### config.mk
export PLATFORM = sky130hd
export DESIGN_NAME = periodic_turn_motor_sequencer_top
export DESIGN_NICKNAME = d
export VERILOG_FILES = /design/src/rtl/core/ptms_pkg.sv /design/src/rtl/core/ptms_cfg.sv /design/src/rtl/core/ptms_step.sv /design/src/rtl/core/ptms_skid.sv /design/src/rtl/core/periodic_turn_motor_sequencer_top.sv
export VERILOG_INCLUDE_DIRS = /design/src /design/src/rtl/core
export SDC_FILE = /design/constraint.sdc
export NUM_CORES = 1
export LEC_CHECK = 0
export BUFFER_PORTS_ARGS = -buffer_cell sky130_fd_sc_hd__buf_2
export CAP_MARGIN = 30
export CORE_MARGIN = 5
export CORE_UTILIZATION = 50
export DETAILED_ROUTE_END_ITERATION = 8
export GPL_ROUTABILITY_DRIVEN = 1
export GPL_TIMING_DRIVEN = 0
export PLACE_DENSITY = 0.83
export SYNTH_ARGS = -nofsm -noshare
export SYNTH_HDL_FRONTEND = slang
export SYNTH_HIERARCHICAL = 1
export SYNTH_SLANG_ARGS = --single-unit
### constraint.sdc
create_clock -name clk -period 5.3 [get_ports clk]
set_input_delay 0 -clock clk [delete_from_list [all_inputs] [get_ports clk]]
set_output_delay 0 -clock clk [all_outputs]
set_load 0.02 [all_outputs]
### src/rtl/core/assert_macros.svh
// assertion macros shared by the sequencer rtl
// no dependencies; define SYNTH to compile the checks away
`ifndef ASSERT_MACROS_SVH
`define ASSERT_MACROS_SVH

`ifndef SYNTH

// property that must hold at every edge out of reset
`define ASSERT_HOLDS(label, clk, rst_n, prop, msg) \
    label: assert property (@(posedge clk) disable iff (!rst_n) (prop)) else $error(msg);

// condition that implies a property in the next cycle
`define ASSERT_NEXT(label, clk, rst_n, cond, prop, msg) \
    label: assert property (@(posedge clk) disable iff (!rst_n) (cond) |=> (prop)) else $error(msg);

`else

`define ASSERT_HOLDS(label, clk, rst_n, prop, msg)
`define ASSERT_NEXT(label, clk, rst_n, cond, prop, msg)

`endif

`endif

### src/rtl/core/ptms_pkg.sv
// types and constants of the periodic turn motor sequencer
// used by every module in rtl/core; no dependencies
package ptms_pkg;

    // register widths
    localparam int PERIOD_W = 26;
    localparam int TURNS_W  = 4;
    localparam int REV_W    = 16;
    localparam int PMIN_W   = 8;
    localparam int CFG_W    = 26;
    localparam int CFG_IDX_W = 2;

    // state widths
    localparam int SINCE_W = 16;
    localparam int ROT_W   = 16;

    // stream widths
    localparam int IN_DATA_W  = 8;
    localparam int OUT_DATA_W = 24;

    // register indexes
    localparam logic [CFG_IDX_W-1:0] REG_PERIOD  = 2'd0;
    localparam logic [CFG_IDX_W-1:0] REG_TURNS   = 2'd1;
    localparam logic [CFG_IDX_W-1:0] REG_REVERSE = 2'd2;
    localparam logic [CFG_IDX_W-1:0] REG_PMIN    = 2'd3;

    // register reset values
    localparam logic [PERIOD_W-1:0] PERIOD_RST  = 26'd1800000;
    localparam logic [TURNS_W-1:0]  TURNS_RST   = 4'd3;
    localparam logic [REV_W-1:0]    REVERSE_RST = 16'd100;
    localparam logic [PMIN_W-1:0]   PMIN_RST    = 8'd1;

    // mode codes
    localparam logic MODE_WAIT = 1'b0;
    localparam logic MODE_TURN = 1'b1;

    typedef struct packed {
        logic [PERIOD_W-1:0] period;
        logic [TURNS_W-1:0]  turns;
        logic [REV_W-1:0]    reverse;
        logic [PMIN_W-1:0]   pmin;
    } ptms_cfg_t;

    typedef struct packed {
        logic [ROT_W-1:0] rotations_done;
        logic             turning;
        logic             at_position;
        logic             drive_left;
        logic             drive_right;
    } ptms_result_t;

endpackage

### src/rtl/core/ptms_cfg.sv
// configuration registers of the sequencer
// depends on ptms_pkg
module ptms_cfg
(
    input  logic                              clk,
    input  logic                              rst_n,
    input  logic                              cfg_we,
    input  logic [ptms_pkg::CFG_IDX_W-1:0]    cfg_index,
    input  logic [ptms_pkg::CFG_W-1:0]        cfg_data,
    output ptms_pkg::ptms_cfg_t               cfg
);

    ptms_pkg::ptms_cfg_t cfg_reg;
    ptms_pkg::ptms_cfg_t cfg_next;

    // decode the write
    always_comb
    begin
        cfg_next = cfg_reg;
        if (cfg_we)
        begin
            case (cfg_index)
                ptms_pkg::REG_PERIOD:  cfg_next.period  = cfg_data[ptms_pkg::PERIOD_W-1:0];
                ptms_pkg::REG_TURNS:   cfg_next.turns   = cfg_data[ptms_pkg::TURNS_W-1:0];
                ptms_pkg::REG_REVERSE: cfg_next.reverse = cfg_data[ptms_pkg::REV_W-1:0];
                ptms_pkg::REG_PMIN:    cfg_next.pmin    = cfg_data[ptms_pkg::PMIN_W-1:0];
                default:               cfg_next = cfg_reg;
            endcase
        end
    end

    // register bank
    always_ff @(posedge clk or negedge rst_n)
    begin
        if (!rst_n)
        begin
            cfg_reg.period  <= ptms_pkg::PERIOD_RST;
            cfg_reg.turns   <= ptms_pkg::TURNS_RST;
            cfg_reg.reverse <= ptms_pkg::REVERSE_RST;
            cfg_reg.pmin    <= ptms_pkg::PMIN_RST;
        end
        else
        begin
            cfg_reg <= cfg_next;
        end
    end

    assign cfg = cfg_reg;

endmodule

### src/rtl/core/ptms_step.sv
// per-tick sequencer state and next-state logic
// depends on ptms_pkg and assert_macros.svh
`include "assert_macros.svh"

module ptms_step
#(
    parameter int TIMER_WIDTH = 26
)
(
    input  logic                        clk,
    input  logic                        rst_n,
    input  logic                        tick,
    input  logic                        level,
    input  ptms_pkg::ptms_cfg_t         cfg,
    output ptms_pkg::ptms_result_t      result
);

    localparam int CMP_W = (TIMER_WIDTH > ptms_pkg::PERIOD_W) ? TIMER_WIDTH : ptms_pkg::PERIOD_W;
    localparam logic [TIMER_WIDTH-1:0]       TIMER_MAX = {TIMER_WIDTH{1'b1}};
    localparam logic [ptms_pkg::SINCE_W-1:0] SINCE_MAX = {ptms_pkg::SINCE_W{1'b1}};
    localparam logic [ptms_pkg::ROT_W-1:0]   ROT_MAX   = {ptms_pkg::ROT_W{1'b1}};

    logic                          mode_reg, mode_next;
    logic [TIMER_WIDTH-1:0]        wait_timer_reg, wait_timer_next;
    logic                          in_pos_reg, in_pos_next;
    logic [ptms_pkg::TURNS_W-1:0]  turn_count_reg, turn_count_next;
    logic                          seen_low_reg, seen_low_next;
    logic [ptms_pkg::SINCE_W-1:0]  since_low_reg, since_low_next;
    logic [ptms_pkg::ROT_W-1:0]    rot_count_reg, rot_count_next;
    logic                          right_reg, right_next;
    logic                          left_reg, left_next;

    logic [TIMER_WIDTH-1:0]        timer_inc;
    logic [ptms_pkg::SINCE_W-1:0]  since_inc;
    logic [CMP_W-1:0]              timer_cmp;
    logic [CMP_W-1:0]              period_cmp;

    // saturating increments
    assign timer_inc  = (wait_timer_reg != TIMER_MAX) ? wait_timer_reg + 1'b1 : wait_timer_reg;
    assign since_inc  = (since_low_reg != SINCE_MAX) ? since_low_reg + 1'b1 : since_low_reg;
    assign timer_cmp  = CMP_W'(timer_inc);
    assign period_cmp = CMP_W'(cfg.period);

    // next state for one tick
    always_comb
    begin
        mode_next       = mode_reg;
        wait_timer_next = wait_timer_reg;
        in_pos_next     = in_pos_reg;
        turn_count_next = turn_count_reg;
        seen_low_next   = seen_low_reg;
        since_low_next  = since_low_reg;
        rot_count_next  = rot_count_reg;
        right_next      = right_reg;
        left_next       = left_reg;
        if (tick)
        begin
            if (mode_reg == ptms_pkg::MODE_WAIT)
            begin
                wait_timer_next = timer_inc;
                right_next      = !level;
                in_pos_next     = level;
                if ((timer_cmp > period_cmp) && level)
                begin
                    mode_next       = ptms_pkg::MODE_TURN;
                    turn_count_next = '0;
                    seen_low_next   = 1'b0;
                    since_low_next  = '0;
                    right_next      = 1'b1;
                end
            end
            else
            begin
                since_low_next = since_inc;
                // pulse counting while turns remain
                if (turn_count_reg < cfg.turns)
                begin
                    if (!level)
                    begin
                        seen_low_next  = 1'b1;
                        since_low_next = '0;
                    end
                    else if (seen_low_reg &&
                             (since_inc > ptms_pkg::SINCE_W'(cfg.pmin)))
                    begin
                        seen_low_next   = 1'b0;
                        turn_count_next = turn_count_reg + 1'b1;
                    end
                end
                // reverse phase and end of cycle
                if (turn_count_next >= cfg.turns)
                begin
                    right_next = 1'b0;
                    left_next  = 1'b1;
                    if (since_low_next > cfg.reverse)
                    begin
                        if (rot_count_reg != ROT_MAX)
                        begin
                            rot_count_next = rot_count_reg + 1'b1;
                        end
                        left_next       = 1'b0;
                        mode_next       = ptms_pkg::MODE_WAIT;
                        wait_timer_next = '0;
                        in_pos_next     = 1'b0;
                    end
                end
            end
        end
    end

    // state registers
    always_ff @(posedge clk or negedge rst_n)
    begin
        if (!rst_n)
        begin
            mode_reg       <= ptms_pkg::MODE_WAIT;
            wait_timer_reg <= '0;
            in_pos_reg     <= 1'b0;
            turn_count_reg <= '0;
            seen_low_reg   <= 1'b0;
            since_low_reg  <= '0;
            rot_count_reg  <= '0;
            right_reg      <= 1'b0;
            left_reg       <= 1'b0;
        end
        else
        begin
            mode_reg       <= mode_next;
            wait_timer_reg <= wait_timer_next;
            in_pos_reg     <= in_pos_next;
            turn_count_reg <= turn_count_next;
            seen_low_reg   <= seen_low_next;
            since_low_reg  <= since_low_next;
            rot_count_reg  <= rot_count_next;
            right_reg      <= right_next;
            left_reg       <= left_next;
        end
    end

    // result of the tick taken this cycle
    assign result.drive_right    = right_next;
    assign result.drive_left     = left_next;
    assign result.at_position    = in_pos_next;
    assign result.turning        = mode_next;
    assign result.rotations_done = rot_count_next;

    // checks
    `ASSERT_HOLDS(a_drives_exclusive, clk, rst_n, !(right_reg && left_reg), "both drives on")
    `ASSERT_HOLDS(a_wait_no_left, clk, rst_n, (mode_reg == ptms_pkg::MODE_TURN) || !left_reg, "left drive on in wait")
    `ASSERT_NEXT(a_rot_monotonic, clk, rst_n, 1'b1, rot_count_reg >= $past(rot_count_reg), "rotation count fell")

endmodule

### src/rtl/core/ptms_skid.sv
// output register with one skid entry for the result stream
// depends on ptms_pkg and assert_macros.svh
`include "assert_macros.svh"

module ptms_skid
(
    input  logic                        clk,
    input  logic                        rst_n,
    input  logic                        in_valid,
    output logic                        in_ready,
    input  ptms_pkg::ptms_result_t      in_data,
    output logic                        out_valid,
    input  logic                        out_ready,
    output ptms_pkg::ptms_result_t      out_data
);

    logic                   out_valid_reg, out_valid_next;
    logic                   skid_valid_reg, skid_valid_next;
    ptms_pkg::ptms_result_t out_data_reg, out_data_next;
    ptms_pkg::ptms_result_t skid_data_reg, skid_data_next;
    logic                   accept;
    logic                   out_free;

    assign in_ready = !skid_valid_reg;
    assign accept   = in_valid && in_ready;
    assign out_free = !out_valid_reg || out_ready;

    // route new request to output or skid entry; a parked skid entry moves to the output first
    always_comb
    begin
        out_valid_next  = out_valid_reg;
        skid_valid_next = skid_valid_reg;
        out_data_next   = out_data_reg;
        skid_data_next  = skid_data_reg;
        if (out_free)
        begin
            if (skid_valid_reg)
            begin
                out_valid_next  = 1'b1;
                out_data_next   = skid_data_reg;
                skid_valid_next = 1'b0;
            end
            else
            begin
                out_valid_next = accept;
                if (accept)
                begin
                    out_data_next = in_data;
                end
            end
        end
        else if (accept)
        begin
            skid_valid_next = 1'b1;
            skid_data_next  = in_data;
        end
    end

    // control
    always_ff @(posedge clk or negedge rst_n)
    begin
        if (!rst_n)
        begin
            out_valid_reg  <= 1'b0;
            skid_valid_reg <= 1'b0;
        end
        else
        begin
            out_valid_reg  <= out_valid_next;
            skid_valid_reg <= skid_valid_next;
        end
    end

    // payload
    always_ff @(posedge clk)
    begin
        out_data_reg  <= out_data_next;
        skid_data_reg <= skid_data_next;
    end

    assign out_valid = out_valid_reg;
    assign out_data  = out_data_reg;

    // checks
    `ASSERT_HOLDS(a_skid_behind_out, clk, rst_n, !skid_valid_reg || out_valid_reg, "skid entry without output")
    `ASSERT_NEXT(a_stall_keeps_out, clk, rst_n, out_valid_reg && !out_ready, out_valid_reg, "stalled result lost")
    `ASSERT_NEXT(a_stall_fills_skid, clk, rst_n, out_valid_reg && !out_ready && accept, skid_valid_reg, "request dropped on stall")

endmodule

### src/rtl/core/periodic_turn_motor_sequencer_top.sv
// each result is registered in the output register, or in the skid entry on a stall
// throughput: one tick per clock cycle while s_tready is high
// a stalled output parks one result in a skid entry before s_tready drops
// reset (rst_n low, asynchronous) clears all state but the result payload and loads register defaults
// depends on ptms_pkg, ptms_cfg, ptms_step, ptms_skid
module periodic_turn_motor_sequencer_top
#(
    parameter int TIMER_WIDTH = 26
)
(
    input  logic                              clk,
    input  logic                              rst_n,
    input  logic                              s_tvalid,
    output logic                              s_tready,
    input  logic [ptms_pkg::IN_DATA_W-1:0]    s_tdata,   // [0] opto_level
    output logic                              m_tvalid,
    input  logic                              m_tready,
    // [0] drive_right, [1] drive_left, [2] at_position, [3] turning, [19:4] rotations_done
    output logic [ptms_pkg::OUT_DATA_W-1:0]   m_tdata,
    input  logic                              cfg_we,
    input  logic [ptms_pkg::CFG_IDX_W-1:0]    cfg_index,
    input  logic [ptms_pkg::CFG_W-1:0]        cfg_data
);

    ptms_pkg::ptms_cfg_t    cfg;
    ptms_pkg::ptms_result_t step_result;
    ptms_pkg::ptms_result_t out_result;
    logic                   tick;

    assign tick = s_tvalid && s_tready;

    // configuration registers
    ptms_cfg u_cfg
    (
        .clk       (clk),
        .rst_n     (rst_n),
        .cfg_we    (cfg_we),
        .cfg_index (cfg_index),
        .cfg_data  (cfg_data),
        .cfg       (cfg)
    );

    // sequencer state
    ptms_step #(.TIMER_WIDTH(TIMER_WIDTH)) u_step
    (
        .clk    (clk),
        .rst_n  (rst_n),
        .tick   (tick),
        .level  (s_tdata[0]),
        .cfg    (cfg),
        .result (step_result)
    );

    // result buffering
    ptms_skid u_skid
    (
        .clk       (clk),
        .rst_n     (rst_n),
        .in_valid  (s_tvalid),
        .in_ready  (s_tready),
        .in_data   (step_result),
        .out_valid (m_tvalid),
        .out_ready (m_tready),
        .out_data  (out_result)
    );

    // pack result fields
    assign m_tdata = {4'd0, out_result.rotations_done, out_result.turning,
                      out_result.at_position, out_result.drive_left, out_result.drive_right};

endmodule

* Yosys cells after proc, flatten, opt, wreduce, memory -nomap -nowiden
Cells that the tools add are included.
Storage, ports and cells: register bits after elaboration 163, bits of input ports 41, output and inout port bits 26, word-level logic and storage cells 114
Operators by class: add/subtract/negate cells 4, order comparisons 5, eq/ne operators 10, muxes and demuxes 49, bitwise gates (word level) 1, reductions and logical operators 20
Operators with widths (number):
- two-way mux 16 bit | 12
- two-way mux 26 bit | 4
- two-way mux 20 bit | 2
- adder 16 x 1 -> 16 bit (second input constant) | 2
- != test 16 bit (second input constant) | 2
- two-way mux 4 bit | 7
- adder 26 x 1 -> 26 bit (second input constant) | 1
- greater-than comparator 26 bit | 1
- != test 26 bit (second input constant) | 1
- two-way mux 1 bit | 24
- greater-than comparator 16 bit | 1
- greater-than comparator 16 x 8 -> 1 bit | 1
- AND reduction 2 bit | 7
- != test 2 bit (second input constant) | 3
- nonzero test 2 bit | 3
- adder 4 x 1 -> 4 bit (second input constant) | 1
- == test 2 bit (second input constant) | 2
- greater-or-equal comparator 4 bit | 1
- less-than comparator 4 bit | 1
- AND reduction 4 bit | 1
- logical AND 1 bit | 3
- logical NOT 1 bit | 3
- != test 3 bit (second input constant) | 1
- AND reduction 3 bit | 1
- other kinds (4) | 4

* Longest topological paths before layout
Gate-level depths: netlist of run 1.
word-level depth 15, gate-level depth with buffers 28, mapped depth without buffers 25

* By module
The synthesis of run 1 kept the hierarchy.
Modules (own cells, without submodules):
- ptms_step | instances 1, cells an instance 698, area each 5758.0 um^2, sequential area each 1676.6 um^2
- ptms_cfg | instances 1, cells an instance 115, area each 2050.7 um^2, sequential area each 1372.6 um^2
- ptms_skid | instances 1, cells an instance 71, area each 1534.0 um^2, sequential area each 1251.2 um^2
- periodic_turn_motor_sequencer_top | instances 1, cells an instance 6, area each 40.0 um^2, sequential area each 0.0 um^2

* Worst setup path after synthesis of run 1
Ideal clock, no wire load.
path type register to register, start point register u_step/since_low_reg[0] (netlist bit), end point register u_skid.out_data_reg (netlist bit u_skid/out_data[2]) (data pin), library setup time 260 ps, arrival 5545 ps, data required time 5040 ps, slack -505 ps, stages on the path, launching flop included 28, buffers on the path 5, clock period less this slack 5805 ps, cells stage by stage dfrtp_1 -> ha_1 -> nand2_1 -> nor2_2 -> and3_1 -> clkbuf_1 -> mux2i_1 -> inv_1 -> ha_1 -> nor2b_1 -> o211ai_1 -> a21oi_1 -> o22ai_1 -> o211ai_2 -> o31ai_4 -> mux2_2 -> ha_1 -> a21o_1 -> a21o_1 -> a21oi_1 -> or3b_2 -> clkbuf_1 -> o21ba_2 -> clkbuf_1 -> clkbuf_1 -> o21ai_0 -> buf_4 -> mux2_2
Between the ends: longest elaborated chain between the ends 15, elaborated cells on any way between the ends 22, classes of those cells add/sub (1); order compare (3); eq/ne (1); mux (16); reduce/logical (1)
Ends and longest elaborated chain:
- from (decl) | line ptms_step.sv:28 | logic [ptms_pkg::SINCE_W-1:0] since_low_reg, since_low_next;
- from (signal assigned) | line ptms_step.sv:133 | since_low_reg <= since_low_next;
- adder 16 x 1 -> 16 bit / != test 16 bit (equally long branches) | line ptms_step.sv:40 | assign since_inc = (since_low_reg != SINCE_MAX) ? since_low_reg + 1'b1 : since_low_reg;
- two-way mux 16 bit * | line ptms_step.sv:40
- greater-than comparator 16 x 8 -> 1 bit | line ptms_step.sv:84 | (since_inc > ptms_pkg::SINCE_W'(cfg.pmin)))
- logical AND 1 bit | line ptms_step.sv:83 | else if (seen_low_reg &&
- two-way mux 4 bit | line ptms_step.sv:83
- two-way mux 4 bit | line ptms_step.sv:78 | if (!level)
- two-way mux 4 bit | line ptms_step.sv:76 | if (turn_count_reg < cfg.turns)
- two-way mux 4 bit | line ptms_step.sv:58 | if (mode_reg == ptms_pkg::MODE_WAIT)
- two-way mux 4 bit | line ptms_step.sv:56 | if (tick)
- greater-or-equal comparator 4 bit | line ptms_step.sv:91 | if (turn_count_next >= cfg.turns)
- two-way mux 1 bit * | line ptms_step.sv:91
- two-way mux 1 bit * | line ptms_step.sv:58
- two-way mux 1 bit * | line ptms_step.sv:56
- via u_step.in_pos_next | line ptms_step.sv:25 | logic in_pos_reg, in_pos_next;
- two-way mux 20 bit * | line ptms_skid.sv:46 | if (accept)
- two-way mux 20 bit * | line ptms_skid.sv:37 | if (skid_valid_reg)
- to (signal assigned) | line ptms_skid.sv:77 | out_data_reg <= out_data_next;
- to (decl) | line ptms_skid.sv:19 | ptms_pkg::ptms_result_t out_data_reg, out_data_next;
The timed path passes the listed nets; every way through them passes the cells marked *. The select of a mux whose other input is x is not followed. A chain may end at the register's enable or synchronous reset.

==> flow_metrics.tcl, run 1 <==
set metrics [dict create \
    status "finished with violations" \
    violations "negative setup slack" \
    num_rows 50 \
    cp.arrival_ps 5500 \
    path_max_fanout 7 \
    via_count 7383 \
    port-buffer-count 55 \
    vdd_drop_max_mv 0.2479 \
    netlist_area_um2 9383 \
    synthFlopType "dfrtp_1" \
    routed.top_layer "met4" \
    worst-path-buf-inv 4 \
    route.met3.wl_um 1213 \
    required_ps 5490 \
    drive_above_1_share 0.3113 \
    pwr-share-comb 0.277 \
    ant_nets 0 \
    postSynthCellCount 890 \
    critPathLaunchType "flip-flop" \
    layout_setup_ws_ps -9.437 \
    first_pass_iters 6 \
    die_x_um 147.0 \
    wl_per_cell_um 18.16 \
    crit_slowest_cell "or3b_4" \
    ff2ff_setup_slack_ps -9 \
    largest_reg_flops 54 \
    cts-root-buf "clkbuf_16" \
    maxSlewViolCount 0 \
    p_int_uw 2587 \
    worstSetupEndpointType "flip-flop" \
    wl_met2_um 11630 \
    worstHoldPathType "input port to async pin" \
    hold_viol 0 \
    cts_tree "done" \
    relSlewSlack 0.3378 \
    ys_types 68 \
    ys.warnings.count 6 \
    skew_ps 12.12 \
    cts_buffer_depth 2 \
    gp_congestion 0.8787 \
    power.total_uw 3849 \
    ys_seq_elements 163 \
    die_area_um2 21600 \
    rr_startpoint "u_step/since_low_reg[5]$_DFFE_PN0P_" \
    area_growth_syn_to_layout_pct 23.63 \
    preCtsSetupSlack_ps -637.7 \
    r2r_cells 23 \
    max_freq_ghz 0.1883 \
    grt_usage 0.2120 \
    cpLargestDelayFamily "simple AND/OR/NAND/NOR gates" \
    final_common_cell "dfrtp_1" \
    die_y_um 147.0 \
    synth-seq-area-share 0.4583 \
    pwr-share-seq 0.407 \
    wirelength_um 23210 \
    cp_cell_sequence "nand4_1, buf_4, or2_4, nor2_4, xnor2_4, inv_2, ha_4, nand4_1, a21oi_2, o22ai_2, o211ai_4, o31ai_4, buf_4, buf_4, or2_4, xnor2_1, ha_1, a21oi_2, or3b_4, o21bai_4, nor3_4, mux2_4, mux2_4" \
    wl_met1_um 9562 \
    place_hpwl_um 15100 \
    async_reset_ff_frac 0.7546 \
    nets 1133 \
    insertion_delay_ps 430 \
    regArea_um2 4312 \
    antenna_cells 0 \
    critPathMaxStageDelay_ps 440 \
    clk_pin_slew_ps 70 \
    layout_common_cells "97 x dfrtp_1, 87 x nand2_1, 81 x mux2_2, 65 x inv_1, 57 x buf_2" \
    multi_input_area_um2 5009 \
    crit_type "flip-flop to flip-flop" \
    grt_max_degree 93 \
    synth_edf_count 40 \
    hold_ws_ps 15.30 \
    path_common_cell "buf_4" \
    initial_core_util 0.5050 \
    min_period_ps 5309 \
    cts_made_buffers 17 \
    p_leak_uw 0.005364 \
    grt_pass1_vias 7496 \
    grt_overflow_total 0 \
    htreeDepth 4 \
    drc 0 \
    io_pins 67 \
    rsz0062_at_grt "yes" \
    final-setup-viol-count 1 \
    worst_pin_slew_ps 988.9 \
    r2r_end "u_skid/out_data[5]$_DFFE_PP_" \
    p_switching_uw 1262 \
    core_area_um2 18580 \
    period_share 1.002 \
    power.density_nw_per_um2 331.8 \
    avgSynthCellArea_um2 10.54 \
    n_fill_cell 1385 \
    routed_via_density 5.777 \
    first_iter_violations 729 \
    grt_pass1_wl_um 37340 \
    antenna_found_initial 0 \
    clock_power_share 0.316 \
    cp_num_cells 23 \
    cts.sinks 163 \
    max_cap_viol_count 0 \
    p_sw_frac 0.3278 \
]
[power by group through the flow]
| stage | logic, uW | clock network [uW] | registers, uW |
|---|---|---|---|
| after floorplan | 608 | 0 | 1590 |
| after global placement | 804 | 0 | 1590 |
| after detailed placement | 852 | 0 | 1600 |
| after CTS | 950 | 1230 | 1560 |
| after global routing | 1160 | 1290 | 1590 |
| final | 1070 | 1220 | 1570 |
[per-layer routing]
| layer | global-route usage | vias up |
|---|---|---|
| li1 | - | 3440 |
| met1 | 0.2595 | 3591 |
| met2 | 0.3648 | 276 |
| met3 | 0.04072 | 76 |
| met4 | 0.09506 | 0 |
| met5 | 0 | - |
[repair_timing]
item / in CTS / in global routing
gates cloned: 1 / 0
hold buffers: 31 / 0
setup buffers: 17 / 17
setup endpoints to repair: 83 / 72
endpoints found under the hold margin: 172 / 0
resized for setup: 28 / 37
pin swaps: 15 / 28
[Yosys cell counts (19+ instances only)]
cell	instances	area share
inv_1	67	0.027
nand3_1	29	0.015
a21oi_1	19	0.010
xnor2_1	22	0.021
edfxtp_1	40	0.13
nand2_1	90	0.036
o21ai_0	46	0.025
nor3_1	26	0.014
mux2_2	84	0.10
a21o_1	23	0.018
nor2_1	41	0.016
clkbuf_1	22	0.0088
xor2_1	25	0.023
ha_1	61	0.081
nand4_1	23	0.015
dfrtp_1	106	0.28
[worst reg2reg max path, cell delays in order (launching register included)]
cell and delay (ps):
dfrtp_1 380, nand4_1 200, buf_4 200, or2_4 240, nor2_4 170, xnor2_4 160
inv_2 70, ha_4 280, nand4_1 230, a21oi_2 220, o22ai_2 120, o211ai_4 150
o31ai_4 110, buf_4 150, buf_4 140, or2_4 260, xnor2_1 120, ha_1 290
a21oi_2 70, or3b_4 440, o21bai_4 240, nor3_4 200, mux2_4 330, mux2_4 280
[worst max-delay path by stage]
stage                                             start  slack [ps]                             to
global route        u_step/since_low_reg[1]$_DFFE_PN0P_        -180   u_skid/out_data[5]$_DFFE_PP_
floorplan           u_step/since_low_reg[1]$_DFFE_PN0P_          30   u_skid/out_data[5]$_DFFE_PP_
CTS                 u_step/since_low_reg[0]$_DFFE_PN0P_           1  u_skid/out_data[15]$_DFFE_PP_
global placement    u_step/since_low_reg[1]$_DFFE_PN0P_        -570   u_skid/out_data[3]$_DFFE_PP_
detailed placement  u_step/since_low_reg[2]$_DFFE_PN0P_        -640   u_skid/out_data[3]$_DFFE_PP_
finish              u_step/since_low_reg[5]$_DFFE_PN0P_          -9   u_skid/out_data[5]$_DFFE_PP_
[cell type report]
class,count,area share
flip-flops and latches,163,0.3717
multi-input cells,623,0.4318
clock buffers,17,0.03667
plain buffers,36,0.02190
clock inverters,15,0.01348
inverters,67,0.02168
well taps,234,0.02524
repair buffers,123,0.07755
[per-stage QoR]
step / instance area [um2] / utilization / TNS [ps] / instances
global placement: 10110 / 0.5441 / -14290 / 1182
detailed placement: 10160 / 0.5469 / -20690 / 1184
global route: 11600 / 0.6243 / -2019 / 1278
CTS: 11300 / 0.6084 / 0 / 1262
floorplan: 9542 / - / 0 / 893
finish: 11600 / 0.6243 / -9.437 / 1278
[cells by family (layout without fill, tap and decap cells)]
logic type / Yosys count / after routing / synth area share
AND/OR/NAND/NOR: 284 / 284 / 0.1583
flip-flops: 163 / 163 / 0.4583
AO/OA/AOI/OAI: 132 / 132 / 0.09415
buffers and inverters: 107 / 258 / 0.05094
multiplexers: 95 / 95 / 0.1127
adder cells (fa/ha/maj): 61 / 61 / 0.08134
XOR/XNOR: 47 / 47 / 0.04387
other: 1 / 4 / 0.0003997
Power figures use the tool's default switching activity.
==> run 2: changes to the inputs <==
Settings changed: ABC_CLOCK_PERIOD_IN_PS set to 5300, CORE_UTILIZATION 50 to 40, PLACE_DENSITY 0.83 to 0.71.
==> run 2 against run 1 <==
Against the previous run:
- the flow now finishes without violations
- register-to-register slack improved by 40 ps
- final area increased by 1.4%
- worst setup slack improved by 36 ps
- highest routed layer unchanged
==> flow_metrics.tcl, run 2 (synthesis results as in run 1) <==
set metrics [dict create \
    n_fill_cell 2131 \
    antenna_cells 0 \
    grt_max_degree 97 \
    critPathLaunchType "flip-flop" \
    worstSetupEndpointType "flip-flop" \
    place_hpwl_um 15200 \
    grt_pass1_wl_um 35260 \
    port-buffer-count 55 \
    regArea_um2 4308 \
    largest_reg_flops 54 \
    max_cap_viol_count 0 \
    hold_ws_ps 18.56 \
    cts_tree "done" \
    maxSlewViolCount 0 \
    p_leak_uw 0.005419 \
    power.density_nw_per_um2 322.6 \
    route.met3.wl_um 772 \
    io_pins 67 \
    die_x_um 163.2 \
    clk_pin_slew_ps 70 \
    die_area_um2 26620 \
    die_y_um 163.2 \
    min_period_ps 5274 \
    path_max_fanout 7 \
    p_sw_frac 0.3144 \
    core_area_um2 23260 \
    nets 1134 \
    num_rows 56 \
    max_freq_ghz 0.1896 \
    crit_slowest_cell "dfrtp_2" \
    pwr-share-seq 0.412 \
    grt_pass1_vias 7052 \
    cts.sinks 163 \
    antenna_found_initial 0 \
    first_pass_iters 5 \
    p_int_uw 2603 \
    worstHoldPathType "input port to async pin" \
    pwr-share-comb 0.264 \
    first_iter_violations 343 \
    drive_above_1_share 0.3072 \
    vdd_drop_max_mv 0.2117 \
    status "complete, no violations" \
    required_ps 5470 \
    via_count 7108 \
    area_growth_syn_to_layout_pct 25.42 \
    relSlewSlack 0.3379 \
    multi_input_area_um2 5045 \
    cp_cell_sequence "nand4_4, nor2_4, and3_4, mux2i_4, inv_2, ha_4, nor2b_4, o211ai_1, a21oi_1, o22ai_2, o211ai_4, o31ai_4, mux2_4, ha_4, a21o_1, a21o_1, a21oi_2, or3b_4, o21bai_4, nor3_4, mux2_4, mux2_2" \
    cp.arrival_ps 5450 \
    skew_ps 12.74 \
    period_share 0.9950 \
    clock_power_share 0.325 \
    routed.top_layer "met4" \
    worst_pin_slew_ps 991.1 \
    hold_viol 0 \
    grt_usage 0.1637 \
    insertion_delay_ps 420 \
    wl_met1_um 9902 \
    crit_type "flip-flop to flip-flop" \
    power.total_uw 3797 \
    ant_nets 0 \
    cts-root-buf "clkbuf_16" \
    cts_made_buffers 17 \
    critPathMaxStageDelay_ps 470 \
    rsz0062_at_grt "yes" \
    wl_per_cell_um 15.98 \
    wl_met2_um 10780 \
    setup-tns-final_ps 0 \
    gp_congestion 0.8376 \
    cts_buffer_depth 2 \
    wirelength_um 21800 \
    rr_startpoint "u_step/since_low_reg[7]$_DFFE_PN0P_" \
    routed_via_density 5.211 \
    final_common_cell "dfrtp_1" \
    final-setup-viol-count 0 \
    p_switching_uw 1194 \
    initial_core_util 0.4033 \
    cp-startpoint "u_step/since_low_reg[7]$_DFFE_PN0P_" \
    htreeDepth 4 \
    grt_overflow_total 0 \
    layout_common_cells "100 x dfrtp_1, 87 x nand2_1, 74 x mux2_2, 66 x inv_1, 58 x ha_1" \
    drc 0 \
]
[run 2: cell types whose count changed in the layout (fill, tap and decap cells not counted), sizes merged]
| cell | change |
|---|---|
| clkinvlp | +3 |
| clkinv | -4 |
| bufinv | +1 |
| clkbuf | +1 |
[run 2: area by class of cell]
class | count | share of cell area
Buffer | 36 | 0.02243
Clock buffer | 17 | 0.03615
Clock inverter | 15 | 0.01350
Inverter | 67 | 0.02137
Multi-Input combinational cell | 623 | 0.4287
Sequential cell | 163 | 0.3661
Timing Repair Buffer | 124 | 0.07783
Tap cell | 319 | 0.03392
[run 2: timing repair]
action,4_1_cts,5_1_grt
hold endpoints to repair,166,0
gates resized for setup,36,34
cloned,1,0
setup endpoints to repair,84,38
hold buffers,31,0
setup buffers,18,16
pin swaps,14,32
[run 2: worst paths after layout]
check	to	slack, ps	cells past startpoint
worst max-delay path	u_skid/out_data[5]$_DFFE_PP_	30	22
worst min-delay path	u_cfg/cfg[20]$_DFFE_PN0P_	20	2
worst max register to register	u_skid/out_data[5]$_DFFE_PP_	30	22
worst min register to register	u_cfg/cfg[53]$_DFFE_PN0P_	490	1
max in group asynchronous	u_step/rot_count_reg[15]$_DFF_PN0_	4520	3
min in group clk	u_cfg/cfg[50]$_DFFE_PN0P_	70	3
[run 2: power groups by stage]
stage | Clock [uW] | Combinational, uW | Sequential, uW
4_1_cts | 1260 | 948 | 1560
6_report | 1230 | 1000 | 1560
5_1_grt | 1320 | 1120 | 1580
3_3_place_gp | 0 | 815 | 1590
3_5_place_dp | 0 | 842 | 1600
2_1_floorplan | 0 | 608 | 1590
[run 2: routing by layer]
| metal | global-route usage | vias to the layer above |
|---|---|---|
| li1 | - | 3438 |
| met5 | 0 | - |
| met1 | 0.2170 | 3511 |
| met3 | 0.03053 | 26 |
| met2 | 0.2717 | 133 |
| met4 | 0.05376 | 0 |
[run 2: critical path: cells and delay by family, from the launching register on]
kind            cells  cell delay (ps)
simple gates        6             1350
fa+ha+maj           2              490
mux                 4             1200
compound gates      9             1430
buf+inv             1               60
flops               1              470
[run 2: stage by stage]
stage | area, um2 | setup WS (ps) | util | std cells
after floorplan | 9542 | 30.54 | - | 893
after global placement | 10220 | -725.9 | 0.4392 | 1267
after detailed placement | 10270 | -746.2 | 0.4414 | 1269
after CTS | 11460 | 2.984 | 0.4928 | 1348
after global routing | 11770 | -108.8 | 0.5059 | 1364
final | 11770 | 26.30 | 0.5059 | 1364
==> run 3: changes to the inputs <==
Settings changed: CORE_UTILIZATION 40 to 45, PLACE_DENSITY 0.71 to 0.77, REMOVE_ABC_BUFFERS set to 1.
==> run 3 against run 2 <==
Against the previous run:
- highest routed layer unchanged
- critical path depth increased by 3
- die area is 10% lower
- hold slack gained 52 ps
- combinational power hardly changed
- via count increased by 1.1%
- non-clock buffer count is 30 lower
- largest cell class unchanged
- worst setup slack got worse by 220 ps
- power increased by 2.4%
- sequential cell count unchanged
- global-route usage is 2.0 points higher
- the run now ends with negative setup slack left
==> flow_metrics.tcl, run 3 (synthesis results as in run 1) <==
set metrics [dict create \
    status "finished with violations" \
    violations "negative setup slack" \
    vdd_drop_max_mv 0.2577 \
    relSlewSlack 0.3036 \
    worst_pin_slew_ps 1045 \
    n_fill_cell 1599 \
    pwr-share-seq 0.408 \
    grt_pass1_wl_um 36000 \
    layout_setup_ws_ps -197.2 \
    insertion_delay_ps 430 \
    maxSlewViolCount 0 \
    wirelength_um 22640 \
    largest_reg_flops 54 \
    cpLargestDelayFamily "compound AO/OA/AOI/OAI gates" \
    worst-path-buf-inv 3 \
    grt_use_met3 0.04359 \
    grt_max_degree 76 \
    routed_via_density 5.586 \
    required_ps 5470 \
    cts_tree "done" \
    crit_type "flip-flop to flip-flop" \
    clock_power_share 0.344 \
    port-buffer-count 55 \
    critPathMaxStageDelay_ps 440 \
    p_switching_uw 1184 \
    grt_usage 0.1839 \
    die_x_um 154.4 \
    path_max_fanout 5 \
    antenna_found_initial 0 \
    io_pins 67 \
    grt_overflow_total 0 \
    first_pass_iters 5 \
    cts_made_buffers 17 \
    cp.arrival_ps 5670 \
    num_rows 52 \
    cts.sinks 163 \
    cp-startpoint "u_step/since_low_reg[4]$_DFFE_PN0P_" \
    final-setup-viol-count 19 \
    ant_nets 0 \
    period_share 1.037 \
    clk_pin_slew_ps 70 \
    place_area_um2 9947 \
    gp_congestion 0.8674 \
    max_cap_viol_count 0 \
    htreeDepth 4 \
    max_freq_ghz 0.1819 \
    worstSetupEndpointType "flip-flop" \
    place_hpwl_um 14350 \
    wl_per_cell_um 17.60 \
    layout_common_cells "100 x dfrtp_1, 89 x nand2_1, 78 x mux2_2, 66 x inv_1, 59 x ha_1" \
    initial_core_util 0.4607 \
    setup-tns-final_ps -1656 \
    grt_pass1_vias 7229 \
    drc 0 \
    core_area_um2 20360 \
    cts_buffer_depth 2 \
    first_iter_violations 530 \
    ff2ff_setup_slack_ps -200 \
    p_sw_frac 0.3044 \
    globalRouteMet1Util 0.2332 \
    crit_slowest_cell "or3b_4" \
    cts-root-buf "clkbuf_16" \
    rr_startpoint "u_step/since_low_reg[4]$_DFFE_PN0P_" \
    die_y_um 154.4 \
    worstHoldPathType "input port to async pin" \
    r2r_cells 25 \
    die_area_um2 23840 \
    area_growth_syn_to_layout_pct 23.34 \
    p_leak_uw 0.005297 \
    grt_busiest_layer "met2" \
    final_cell_area_um2 11570 \
    critPathLaunchType "flip-flop" \
    nets 1105 \
    r2r_end "u_skid/out_data[5]$_DFFE_PP_" \
    cp_num_cells 25 \
    drive_above_1_share 0.3041 \
    p_int_uw 2705 \
    min_period_ps 5497 \
    rsz0062_at_grt "yes" \
    skew_ps 10.21 \
    pwr-share-comb 0.248 \
    power.density_nw_per_um2 336.1 \
    dp.cells 1186 \
    antenna_cells 0 \
    via_count 7183 \
    use_met2 0.3128 \
    fin_cells 1286 \
    final_common_cell "dfrtp_1" \
    hold_viol 0 \
]
run 3: metrics by stage:
stage / utilization / power (uW) / setup slack [ps] / hold WS (ps)
finish: 0.5683 / 3889 / -197.2 / 70.14
global route: 0.5683 / 4099 / -329.6 / 77.03
CTS: 0.5498 / 3821 / -47.05 / 68.57
detailed placement: 0.4884 / 2393 / -1323 / -24.39
global placement: 0.4803 / 2326 / -1272 / 216.9
floorplan: - / 2137 / -310.2 / -295.6
run 3: cell type report:
cell class | count | area, um2 | share of cell area
multi-input cells | 624 | 5031 | 0.4348
flip-flops and latches | 163 | 4308 | 0.3723
repair buffers | 130 | 1012 | 0.08747
clock buffers | 18 | 429.2 | 0.03709
well taps | 270 | 337.8 | 0.02919
inverters | 67 | 251.5 | 0.02173
clock inverters | 14 | 202.7 | 0.01752
run 3: metal layers:
layer | routed length (um) | vias up
met5 | 0 | -
met4 | 438 | 0
met3 | 1034 | 39
met2 | 11620 | 208
met1 | 9544 | 3556
li1 | - | 3380
run 3: worst max-delay path by stage:
stage,to
floorplan,u_skid/out_data[5]$_DFFE_PP_
global placement,u_skid/out_data[5]$_DFFE_PP_
detailed placement,u_skid/out_data[5]$_DFFE_PP_
CTS,u_skid/out_data[5]$_DFFE_PP_
global route,u_skid/out_data[5]$_DFFE_PP_
finish,u_skid/out_data[5]$_DFFE_PP_
run 3: power by group through the flow:
stage / Sequential, uW / Combinational, uW / Clock [uW]
after floorplan: 1600 / 539 / 0
after global placement: 1600 / 726 / 0
after detailed placement: 1610 / 784 / 0
after CTS: 1580 / 884 / 1360
after global routing: 1600 / 1080 / 1420
final: 1590 / 965 / 1340
run 3: repair_timing:
action,4_1_cts,5_1_grt
endpoints found under the hold margin,178,0
hold buffers,31,0
gates cloned,1,0
resized for setup,28,50
setup buffers,22,14
pin swaps,9,25
setup endpoints to repair,85,62
